**src/rtl/wpvf_pkg.sv**
```systemverilog
// package for the windowed peak voltage filter
// holds register indexes, reset values, counter widths and the config struct
// no dependencies
`timescale 1ns / 1ps
`default_nettype none

package wpvf_pkg;

	// sample width default, legal range 8 to 32
	localparam int SAMPLE_BITS_DEF = 16;

	// configuration register width and index width
	localparam int CFG_W     = 16;
	localparam int CFG_IDX_W = 8;

	// window counter and repeat counter width
	localparam int COUNT_W = 16;
	localparam logic [COUNT_W-1:0] COUNT_MAX = {COUNT_W{1'b1}};

	// register indexes
	localparam logic [CFG_IDX_W-1:0] REG_WINDOW_LENGTH = CFG_IDX_W'(0);
	localparam logic [CFG_IDX_W-1:0] REG_MAJORITY_HITS = CFG_IDX_W'(1);

	// reset values: window of 3000 ms at 5 ms per sample, a fifth of it as majority
	localparam logic [CFG_W-1:0] WINDOW_LENGTH_RST = CFG_W'(3000 / 5);
	localparam logic [CFG_W-1:0] MAJORITY_HITS_RST = CFG_W'(600 / 5);

	// configuration as seen by the tracker
	typedef struct packed {
		logic [CFG_W-1:0] window_length;
		logic [CFG_W-1:0] majority_hits;
	} cfg_t;

endpackage

`default_nettype wire

```
**src/rtl/wpvf_track.sv**
```systemverilog
// window tracker: peak, displaced peak, repeat count and held result
// computes the filtered voltage for the accepted sample; uses wpvf_pkg
`timescale 1ns / 1ps
`default_nettype none

module wpvf_track #(
	parameter int SAMPLE_BITS = wpvf_pkg::SAMPLE_BITS_DEF
) (
	input  wire logic                   clk,
	input  wire logic                   arst_n,
	input  wire wpvf_pkg::cfg_t         cfg,
	input  wire logic                   accept,
	input  wire logic [SAMPLE_BITS-1:0] sample,
	output logic      [SAMPLE_BITS-1:0] result
);
	import wpvf_pkg::*;

	logic [COUNT_W-1:0]     count_q;
	logic [COUNT_W-1:0]     repeats_q;
	logic [SAMPLE_BITS-1:0] peak_q;
	logic [SAMPLE_BITS-1:0] runner_q;
	logic [SAMPLE_BITS-1:0] held_q;

	logic                   decide;
	logic [SAMPLE_BITS-1:0] held_d;

	// the sample after a full window settles the held result
	assign decide = (count_q >= cfg.window_length);

	always_comb begin
		held_d = held_q;
		if (decide) begin
			if (repeats_q >= cfg.majority_hits) begin
				held_d = peak_q;
			end else if (runner_q != '0) begin
				held_d = runner_q;
			end
		end
	end

	// pass the sample through while nothing is held
	assign result = (held_d != '0) ? held_d : sample;

	// tracking state update
	always_ff @(posedge clk or negedge arst_n) begin
		if (!arst_n) begin
			count_q   <= '0;
			repeats_q <= '0;
			peak_q    <= '0;
			runner_q  <= '0;
			held_q    <= '0;
		end else if (accept) begin
			held_q <= held_d;
			if (decide) begin
				count_q   <= '0;
				repeats_q <= '0;
				peak_q    <= '0;
				runner_q  <= '0;
			end else begin
				count_q <= count_q + COUNT_W'(1);
				if (peak_q < sample) begin
					runner_q  <= peak_q;
					peak_q    <= sample;
					repeats_q <= '0;
				end else if (peak_q == sample) begin
					if (repeats_q != COUNT_MAX) begin
						repeats_q <= repeats_q + COUNT_W'(1);
					end
				end
			end
		end
	end

`ifndef SYNTHESIS
	// displaced peak stays below the peak unless both are cleared
	a_runner_below_peak: assert property (@(posedge clk) disable iff (!arst_n)
		(runner_q < peak_q) || ((runner_q == '0) && (peak_q == '0)))
		else $error("displaced peak not below peak");

	// a decision starts a fresh window
	a_decide_clears: assert property (@(posedge clk) disable iff (!arst_n)
		(accept && decide) |=> ((count_q == '0) && (peak_q == '0) && (repeats_q == '0)))
		else $error("window not cleared after decision");

	// a higher tracked sample becomes the peak with no repeats
	a_new_peak: assert property (@(posedge clk) disable iff (!arst_n)
		(accept && !decide && (peak_q < sample)) |=>
		((peak_q == $past(sample)) && (repeats_q == '0)))
		else $error("new peak not taken");
`endif

endmodule

`default_nettype wire

```
**src/rtl/windowed_peak_voltage_filter.sv**
```systemverilog
// top level of the windowed peak voltage filter
// config registers, stream handshake and result register; uses wpvf_pkg, wpvf_track
//
// channel  | direction | word
// s_*      | in        | tdata: sample [SAMPLE_BITS-1:0]
// m_*      | out       | tdata: filtered_voltage [SAMPLE_BITS-1:0]
// cfg_*    | in        | cfg_index: register index, cfg_data: register value
//
// one sample per cycle while s_tready is high; each sample gives one word in the next cycle
// the single result register holds each word; tracking state updates as the sample is taken
// s_tready is high while the result register is empty or being taken
// arst_n clears tracking state, config to 600 / 120 and the result valid flag
// cfg_ready is always high; writes to unknown indexes are dropped
`timescale 1ns / 1ps
`default_nettype none

module windowed_peak_voltage_filter #(
	parameter int SAMPLE_BITS = wpvf_pkg::SAMPLE_BITS_DEF,
	localparam int TDATA_W    = ((SAMPLE_BITS + 7) / 8) * 8
) (
	input  wire logic                           clk,
	input  wire logic                           arst_n,
	// input stream
	input  wire logic                           s_tvalid,
	output logic                                s_tready,
	input  wire logic [TDATA_W-1:0]             s_tdata,   // sample
	// output stream
	output logic                                m_tvalid,
	input  wire logic                           m_tready,
	output logic      [TDATA_W-1:0]             m_tdata,   // filtered_voltage
	// configuration write
	input  wire logic                           cfg_valid,
	output logic                                cfg_ready,
	input  wire logic [wpvf_pkg::CFG_IDX_W-1:0] cfg_index,
	input  wire logic [wpvf_pkg::CFG_W-1:0]     cfg_data
);
	import wpvf_pkg::*;

	cfg_t                   cfg_q;
	logic                   accept;
	logic [SAMPLE_BITS-1:0] result;
	logic [SAMPLE_BITS-1:0] result_q;
	logic                   valid_q;

	assign cfg_ready = 1'b1;
	assign s_tready  = !valid_q || m_tready;
	assign accept    = s_tvalid && s_tready;

	// configuration registers
	always_ff @(posedge clk or negedge arst_n) begin
		if (!arst_n) begin
			cfg_q.window_length <= WINDOW_LENGTH_RST;
			cfg_q.majority_hits <= MAJORITY_HITS_RST;
		end else if (cfg_valid && cfg_ready) begin
			unique case (cfg_index)
				REG_WINDOW_LENGTH: cfg_q.window_length <= cfg_data;
				REG_MAJORITY_HITS: cfg_q.majority_hits <= cfg_data;
				default: ;
			endcase
		end
	end

	wpvf_track #(
		.SAMPLE_BITS(SAMPLE_BITS)
	) u_track (
		.clk    (clk),
		.arst_n (arst_n),
		.cfg    (cfg_q),
		.accept (accept),
		.sample (s_tdata[SAMPLE_BITS-1:0]),
		.result (result)
	);

	// result valid flag
	always_ff @(posedge clk or negedge arst_n) begin
		if (!arst_n) begin
			valid_q <= 1'b0;
		end else if (s_tready) begin
			valid_q <= s_tvalid;
		end
	end

	// result word
	always_ff @(posedge clk) begin
		if (accept) begin
			result_q <= result;
		end
	end

	assign m_tvalid = valid_q;
	assign m_tdata  = TDATA_W'(result_q);

`ifndef SYNTHESIS
	// every taken sample shows up as a word in the next cycle
	a_accept_gives_word: assert property (@(posedge clk) disable iff (!arst_n)
		accept |=> m_tvalid)
		else $error("taken sample produced no word");

	// a taken word with no new sample empties the result register
	a_word_drains: assert property (@(posedge clk) disable iff (!arst_n)
		(m_tvalid && m_tready && !s_tvalid) |=> !m_tvalid)
		else $error("word repeated");

	// a new word carries the tracker result of its sample
	a_word_value: assert property (@(posedge clk) disable iff (!arst_n)
		accept |=> (m_tdata[SAMPLE_BITS-1:0] == $past(result)))
		else $error("word differs from tracker result");
`endif

endmodule

`default_nettype wire

```
**config.mk**
```make
export PLATFORM = sky130hd
export DESIGN_NAME = windowed_peak_voltage_filter
export DESIGN_NICKNAME = d
export VERILOG_FILES = /design/src/rtl/wpvf_pkg.sv /design/src/rtl/wpvf_track.sv /design/src/rtl/windowed_peak_voltage_filter.sv
export SDC_FILE = /design/constraint.sdc
export NUM_CORES = 1
export LEC_CHECK = 0
export ABC_AREA = 1
export ABC_CLOCK_PERIOD_IN_PS = 7300
export CORE_ASPECT_RATIO = 1.1
export CORE_UTILIZATION = 65
export CTS_BUF_LIST = sky130_fd_sc_hd__clkbuf_4 sky130_fd_sc_hd__clkbuf_8
export DETAILED_ROUTE_END_ITERATION = 6
export DONT_BUFFER_PORTS = 1
export PLACE_DENSITY = 0.84
export SYNTH_ARGS = -nofsm -noshare
export SYNTH_HDL_FRONTEND = slang
export SYNTH_HIERARCHICAL = 1
export SYNTH_SLANG_ARGS = --single-unit
```
**constraint.sdc**
```tcl
create_clock -name clk -period 7.3 [get_ports clk]
set_input_delay 0.365 -clock clk [delete_from_list [all_inputs] [get_ports clk]]
set_output_delay 0.365 -clock clk [all_outputs]
set_load 0.05 [all_outputs]
```
; ---- After elaboration in Yosys (flattened, before gate mapping)
; Index checks and enable logic that the tools add are counted.
; Widths: inputs -> output; s select.
[op_classes]
eq_ne = 3
n_addsub = 2
muxes = 13
n_reduce_logical = 13
magnitude_cmp = 3
[ops]
columns = operator, count
row1 = $mux 16, 13
row2 = $add 16x1->16 const B, 2
row3 = $ge 16x16->1, 2
row4 = $reduce_bool 16->1, 2
row5 = $eq 16x16->1, 1
row6 = $lt 16x16->1, 1
row7 = $ne 16x16->1 const B, 1
row8 = $eq 8x1->1 const B, 1
row9 = $logic_not 8->1, 1
row10 = $reduce_and 2->1, 3
row11 = $reduce_bool 3->1, 2
row12 = $reduce_and 3->1, 1
row13 = $reduce_bool 2->1, 1
row14 = $logic_and 1x1->1, 1
row15 = $logic_not 1->1, 1
row16 = $logic_or 1x1->1, 1
[word_totals]
register_bits = 129
input_bits = 45
wordCells = 43
output_inout_bits = 19

; ---- Depth between registers and ports, before layout
; Gate-level depths: netlist of run 1.
[logic_depth]
word_depth = 6
depth_mapped = 21
ltp_nobuf = 19

; ---- Cells and area by module
; Netlist of run 1, hierarchy kept.
[modules_own_cells]
columns = mod, cells_each, area_per_inst_um2, instances, seq_area_each_um2
row1 = wpvf_track, 785, 5806.8, 1, 2001.9
row2 = windowed_peak_voltage_filter, 180, 1886.8, 1, 1316.3

; ---- Worst setup path after synthesis of run 1
; Ideal clock, no wire load.
[synth_timing]
kind = register to register
startpoint = register valid_q (netlist: m_tvalid)
endpoint = register u_track.count_q[15]
t_arrival_ns = 2.996
setup_time_ns = 0.132
synth_period_minus_slack_ns = 3.128
path_stages_with_launch = 10
slack_ns = 4.172
t_required_ns = 7.168
path_buffers = 1
path_cell_list = dfrtp_1 -> a21oi_1 -> buf_2 -> clkinv_1 -> nor3_1 -> nand3_1 -> nor3_1 -> nand4_1 -> xor2_1 -> nor2_1
[synth_via]
elab_chain_cells = 3
[synth_rtl]
columns = item, line_no
row1 = start: declaration, windowed_peak_voltage_filter.sv:43  ; logic valid_q;
row2 = start signal: assignment, windowed_peak_voltage_filter.sv:79  ; valid_q <= s_tvalid;
row3 = $logic_not 1->1, windowed_peak_voltage_filter.sv:46  ; assign s_tready = !valid_q || m_tready;
row4 = $logic_or 1x1->1, windowed_peak_voltage_filter.sv:46
row5 = $logic_and 1x1->1, windowed_peak_voltage_filter.sv:47  ; assign accept = s_tvalid && s_tready;
row6 = net accept, windowed_peak_voltage_filter.sv:40  ; logic accept;
row7 = end signal: assignment, wpvf_track.sv:60  ; count_q <= count_q + COUNT_W'(1);
row8 = end: declaration, wpvf_track.sv:18  ; logic [COUNT_W-1:0] count_q;
; The timed path passes the listed nets, and every way through them passes these cells.
; A chain may end at the register's enable or synchronous reset.

; ---- Worst setup path after layout of run 1
; Ends and elaborated chain as after synthesis.

==> run metrics, run 1 <==
outcome=completed; Setup CP Type=register to register; minimum clock period=3.38 ns; Area Overhead vs Synth=6.65%; clock-pin slew on the worst setup and hold paths=0.07 ns; routability cong.=0.866; Yosys cell types=45; max cap viols=0; Min-Delay Path Depth=2; most common cell in the netlist=nand2_1; peak supply drop=0.190 mV; antenna violations before repair=0; Rel. slew slack=0.334; CTS Hold Buffers Added=12; sw frac=0.454; Seq/Total Area, Yosys=0.431; Core Region=11,500 sq um; wire length per cell=15.1 microns; PostCTS Resize Cnt=0; warnings from Yosys=6; final wirelength=17,100 microns; setup tns final=0 ns; largest net degree at the start of global routing=114; Rows=41; Final setup viols=0; number of synthesized flops with an enable pin=16; CP Data Required Time=7.63 ns; hold slack=0.0244 ns; Crit Path Max Fanout=35; endpoint class of the critical path=register; Routed Antenna Nets=0; Clk network pwr share=0.211; first-pass GRT wire length=28,600 microns; cts bufs inserted=17; DP Wirelength=12,300 microns; I/O Buffers=0; Async S/R FF share, synth=0.876; vias in the first global route=6,143; # diodes=0; layout cells sized above 1=0.0837; Setup Fix Bufs, Post-CTS=0; top cells by count, synth=265 x nand2_1, 146 x inv_1, 105 x dfrtp_1; Min-Delay Path Class=input port to register; drt drc=0; timing startpoint of the critical path=m_tvalid$_DFFE_PN0P_; post-route clock period utilization=0.463; sequential share of power=0.404; CTS Sinks=129; Post-Syn Nets=1,060; Starting Density=0.670; unrepaired setup endpoints after global routing=false; Setup WS pre-CTS=4.02 ns; largest cells by area after synthesis=dfrtp_1 34%, nand2_1 13%, ha_1 8.1%; top_reg_cell synth=dfrtp_1; routed wl met2=8660 microns; start point of the worst hold path=cfg_data[11]; Tot GR Track Use=0.305; H-tree levels=4; met3 wire length=861 microns; Ports=64; CP arrival=3.71 ns; Clock Skew=0.0117 ns; M1 WL=6760 microns; number of hold violations in the final report=0; FMAX=0.296 GHz; die area=12,300 sq um; Clock Latency Late Sink=0.47 ns; Slew Limit Fails=0; final worst setup slack=3.92 ns; Comb pwr share=0.385; cell area after synthesis=7690 sq um; die width=106 microns; First DRT Iteration DRCs=402; Internal Power=1.54 mW; Mapped Cells=965; Reg2Reg Depth=9; area share of the largest cell type after synthesis=0.342; CTS max path bufs=2; Die Height=116 microns; Power Density=343 nW/um^2; worst r2r src=m_tvalid$_DFFE_PN0P_; switching power=1.28 mW; aggregate global routing overflow=0; Top Layer Used=met4; Power, Total=2.82 mW; Via Count=6,319; Worst setup SP type=register; Root Buffer=clkbuf_8; Seq cells post-synth=129; area leader, netlist=dfrtp_1; DRT Pass-1 Iters=5; via density per instance=5.59; final core utilization=0.714; leak pwr=4.12 nW; CTS tree=yes; nets=1,062; worst slew pin tran=0.995 ns; Syn Area/Cell=7.97 sq um
-- registers in the layout, indices dropped and copies added (netlist names) --
signal	count
m_tvalid	1
u_track/runner_q	16
u_track/peak_q	16
u_track/held_q	16
cfg_q	32
u_track/count_q	16
m_tdata	16
u_track/repeats_q	16
-- through the flow --
stage          instances  area [sq um]
6_report            1130          8210
5_1_grt             1130          8210
4_1_cts             1130          8210
3_5_place_dp        1086          7680
3_3_place_gp        1086          7680
2_1_floorplan        965          7690
-- area by class of cell --
type | count | area (sq um)
Timing Repair Buffer | 13 | 145
Tap cell | 150 | 188
Clock inverter | 14 | 143
Sequential cell | 129 | 3320
Inverter | 149 | 562
Clock buffer | 18 | 241
Multi-Input combinational cell | 657 | 3610
Fill cell | 912 | 3290
-- power groups by stage --
stage	logic [mW]	clock network [mW]	registers, mW
3_5_place_dp	1.05	0	1.15
2_1_floorplan	0.903	0	1.11
6_report	1.08	0.594	1.14
5_1_grt	1.23	0.641	1.15
4_1_cts	1.08	0.609	1.13
3_3_place_gp	1.02	0	1.15
-- critical path, stage by stage (launching register included) --
cell and delay [ns]:
dfrtp_1 0.58, a21oi_2 0.22, buf_4 0.32, clkinv_1 0.72
nor3_1 0.59, nand3_1 0.18, nor3_1 0.26, nand4_1 0.15
xor2_1 0.16, nor2_1 0.06
-- worst paths after layout --
kind                       slack, ns                               to
min                             0.02            cfg_q[11]$_DFFE_PN0P_
max in group asynchronous       6.32             cfg_q[0]$_DFFE_PN0P_
min in group asynchronous       0.49    u_track/peak_q[6]$_DFFE_PN0P_
min reg2reg                     0.46             cfg_q[4]$_DFFE_PN1P_
max reg2reg                     3.92  u_track/count_q[15]$_DFFE_PN0P_
max                             3.92  u_track/count_q[15]$_DFFE_PN0P_
-- cells in the final DEF, fill, tap and decap left out, types with 2 or more instances in the layout --
cell / netlist / routed
nor3_2: 2 / 2
clkbuf_8: 0 / 17
xnor2_1: 5 / 5
inv_1: 146 / 146
bufinv_16: 0 / 2
dfrtp_1: 105 / 105
nor3_1: 9 / 9
xor2_1: 12 / 12
nand3_4: 2 / 2
nor3b_1: 2 / 2
nand4_1: 13 / 13
nand2_1: 265 / 265
clkinv_2: 0 / 2
nand3_2: 13 / 13
clkinv_4: 0 / 4
a21oi_1: 29 / 28
nor2_1: 46 / 46
clkinvlp_4: 0 / 4
o211ai_1: 2 / 2
nand3_1: 99 / 99
a21oi_2: 2 / 3
o21ai_1: 7 / 7
nand2_2: 6 / 6
o21a_1: 3 / 3
dfstp_2: 8 / 8
o21ai_0: 61 / 61
nor2_2: 3 / 3
nor2_4: 6 / 6
clkinv_1: 1 / 3
ha_1: 50 / 50
nand3b_1: 10 / 10
dlygate4sd3_1: 0 / 11
edfxtp_1: 16 / 16
-- metal layers --
layer	vias up	global-route usage
li1	3111	-
met1	2929	0.345
met2	221	0.531
met3	58	0.0692
met4	0	0.186
met5	-	0
-- kinds of logic after synthesis --
logic type | Yosys count | share of synthesized area
compound gates | 108 | 0.0758
simple gates | 481 | 0.292
xor+xnor | 17 | 0.0194
buf+inv | 179 | 0.100
flops | 129 | 0.431
fa+ha+maj | 50 | 0.0813
other cells | 1 | 0.000487
Note: power is estimated with default switching activity, not from simulation.
==> run 2, diff against run 1 <==
- ABC_CLOCK_PERIOD_IN_PS: 7300 -> 3100
- CORE_UTILIZATION: 65 -> 60
- PLACE_DENSITY: 0.84 -> 0.82
- clock period: 7.3 -> 3.1 ns (I/O delays scaled with it)
==> run metrics, run 2 (synthesis results as in run 1) <==
CP peak stage delay=0.53 ns; Clk network pwr share=0.229; count of non-filler cells in the finished layout=1,171; routability cong.=0.863; via density per instance=5.58; cts bufs inserted=17; peak supply drop=0.644 mV; Rows=43; final wirelength=18,300 microns; unrepaired setup endpoints after global routing=false; layout cells sized above 1=0.0888; Worst setup SP type=register; # diodes=0; Area Overhead vs Synth=12.2%; Core Region=12,500 sq um; placed inst area=7710 sq um; clock-pin slew on the worst setup and hold paths=0.08 ns; max cap viols=0; Clock Latency Late Sink=0.46 ns; wire length per cell=15.7 microns; CP max stage cell=dfstp_2; Root Buffer=clkbuf_8; Min-Delay Path Class=input port to register; number of hold violations in the final report=0; die area=13,300 sq um; DP Wirelength=12,400 microns; Setup CP Type=register to register; I/O Buffers=0; flop2flop setup slack=0.26 ns; worst slew pin tran=1.00 ns; drt drc=0; Die Height=121 microns; First DRT Iteration DRCs=564; sequential share of power=0.382; CTS max path bufs=2; fill count=964; cell area after layout=8640 sq um; vias in the first global route=6,611; switching power=3.06 mW; Final setup viols=0; Tot GR Track Use=0.303; Crit Path Max Fanout=17; nets=1,096; CTS tree=yes; CTS Sinks=129; Starting Density=0.614; endpoint class of the critical path=register; largest net degree at the start of global routing=114; CP most frequent cell=nand2_1; Placed Cells=1,095; minimum clock period=2.84 ns; antenna violations before repair=0; Routed Antenna Nets=0; post-route clock period utilization=0.916; Largest register FFs=32; Via Count=6,532; Buf+Inv Stages, Crit Path=2; first-pass GRT wire length=30,400 microns; Clock Skew=0.0170 ns; Slew Limit Fails=0; Cell Chain, Critical Path=inv_1 -> ha_1 -> a21oi_1 -> o21a_1 -> nand2_1 -> nand2_2 -> nand2_4 -> nand2_1 -> nand3_1 -> nand2_1 -> nor2_1 -> nand2_1 -> nor2_4 -> buf_12 -> nand3_1 -> nand2_1; outcome=completed; leak pwr=4.29 nW; Power Density=811 nW/um^2; Ports=64; DRT Pass-1 Iters=6; die width=110 microns; setup tns final=0 ns; most flop-heavy register=cfg_q; sw frac=0.437; CP Data Required Time=3.32 ns; aggregate global routing overflow=0; Comb pwr share=0.389; CP arrival=3.06 ns; FMAX=0.352 GHz; Internal Power=3.94 mW; commonest non-fill, non-tap cell in the layout=nand2_1; critical path's top delay family=simple AND/OR/NAND/NOR gates; commonest cells after routing, fill and taps aside=265 x nand2_1, 145 x inv_1, 105 x dfrtp_1; H-tree levels=4; Rel. slew slack=0.330
[run 2: cell count changes in the layout (fill, tap and decap cells not counted), sizes merged]
cell         change
buf              +5
clkbuf           +1
inv              -1
clkinv           -1
clkinvlp         -1
dlygate4sd3     +29
bufinv           +2
[run 2: cell type report]
type	instances	area (sq um)	share of cell area
multi-input cells	657	3610	0.418
well taps	157	196	0.0227
inverters	149	568	0.0658
repair buffers	47	498	0.0577
flip-flops and latches	129	3320	0.384
clock buffers	19	262	0.0303
clock inverters	13	185	0.0214
[run 2: worst paths after layout]
path,startpoint,endpoint,depth (start not counted)
min in group asynchronous,arst_n,cfg_q[15]$_DFFE_PN0P_,2
max in group asynchronous,arst_n,cfg_q[16]$_DFFE_PN0P_,2
max reg2reg,cfg_q[5]$_DFFE_PN1P_,m_tdata[15]$_DFFE_PP_,16
min reg2reg,cfg_q[25]$_DFFE_PN1P_,cfg_q[25]$_DFFE_PN1P_,2
max,cfg_q[5]$_DFFE_PN1P_,m_tdata[15]$_DFFE_PP_,16
min,cfg_index[0],cfg_q[20]$_DFFE_PN1P_,5
[run 2: metrics by stage]
step | utilization | worst slack (ns) | power (mW) | hold WS [ns]
4_1_cts | 0.685 | 0.123 | 6.86 | 0.00973
3_5_place_dp | 0.615 | 0.197 | 5.15 | -0.133
2_1_floorplan | - | 0.350 | 4.75 | -0.141
3_3_place_gp | 0.615 | 0.247 | 5.09 | -0.133
6_report | 0.689 | 0.259 | 7.00 | 0.0374
5_1_grt | 0.689 | 0.00888 | 7.51 | 0.0584
[run 2: timing repair]
| action | in CTS | in global routing |
|---|---|---|
| hold buffers | 41 | 0 |
| setup endpoints to repair | 0 | 49 |
| gates resized for setup | 0 | 3 |
| setup buffers | 0 | 3 |
| hold endpoints to repair | 178 | 0 |
[run 2: metal layers]
| layer | share of wire | vias up | global-route usage |
|---|---|---|---|
| met1 | 0.40 | 3063 | 0.337 |
| met5 | 0 | - | 0 |
| met4 | 0.051 | 0 | 0.181 |
| met3 | 0.042 | 71 | 0.0604 |
| li1 | - | 3173 | - |
| met2 | 0.51 | 225 | 0.526 |
[run 2: power by group through the flow]
stage | Combinational [mW] | Clock, mW | Sequential (mW)
3_3_place_gp | 2.40 | 0 | 2.69
4_1_cts | 2.56 | 1.63 | 2.67
6_report | 2.72 | 1.60 | 2.68
2_1_floorplan | 2.13 | 0 | 2.62
5_1_grt | 3.07 | 1.71 | 2.73
3_5_place_dp | 2.46 | 0 | 2.70
[run 2: worst register-to-register path: stages (launching register included)]
cell	delay, ns
dfstp_2	0.53
inv_1	0.05
ha_1	0.31
a21oi_1	0.16
o21a_1	0.12
nand2_1	0.07
nand2_2	0.28
nand2_4	0.21
nand2_1	0.10
nand3_1	0.09
nand2_1	0.12
nor2_1	0.06
nand2_1	0.12
nor2_4	0.06
buf_12	0.15
nand3_1	0.11
nand2_1	0.07
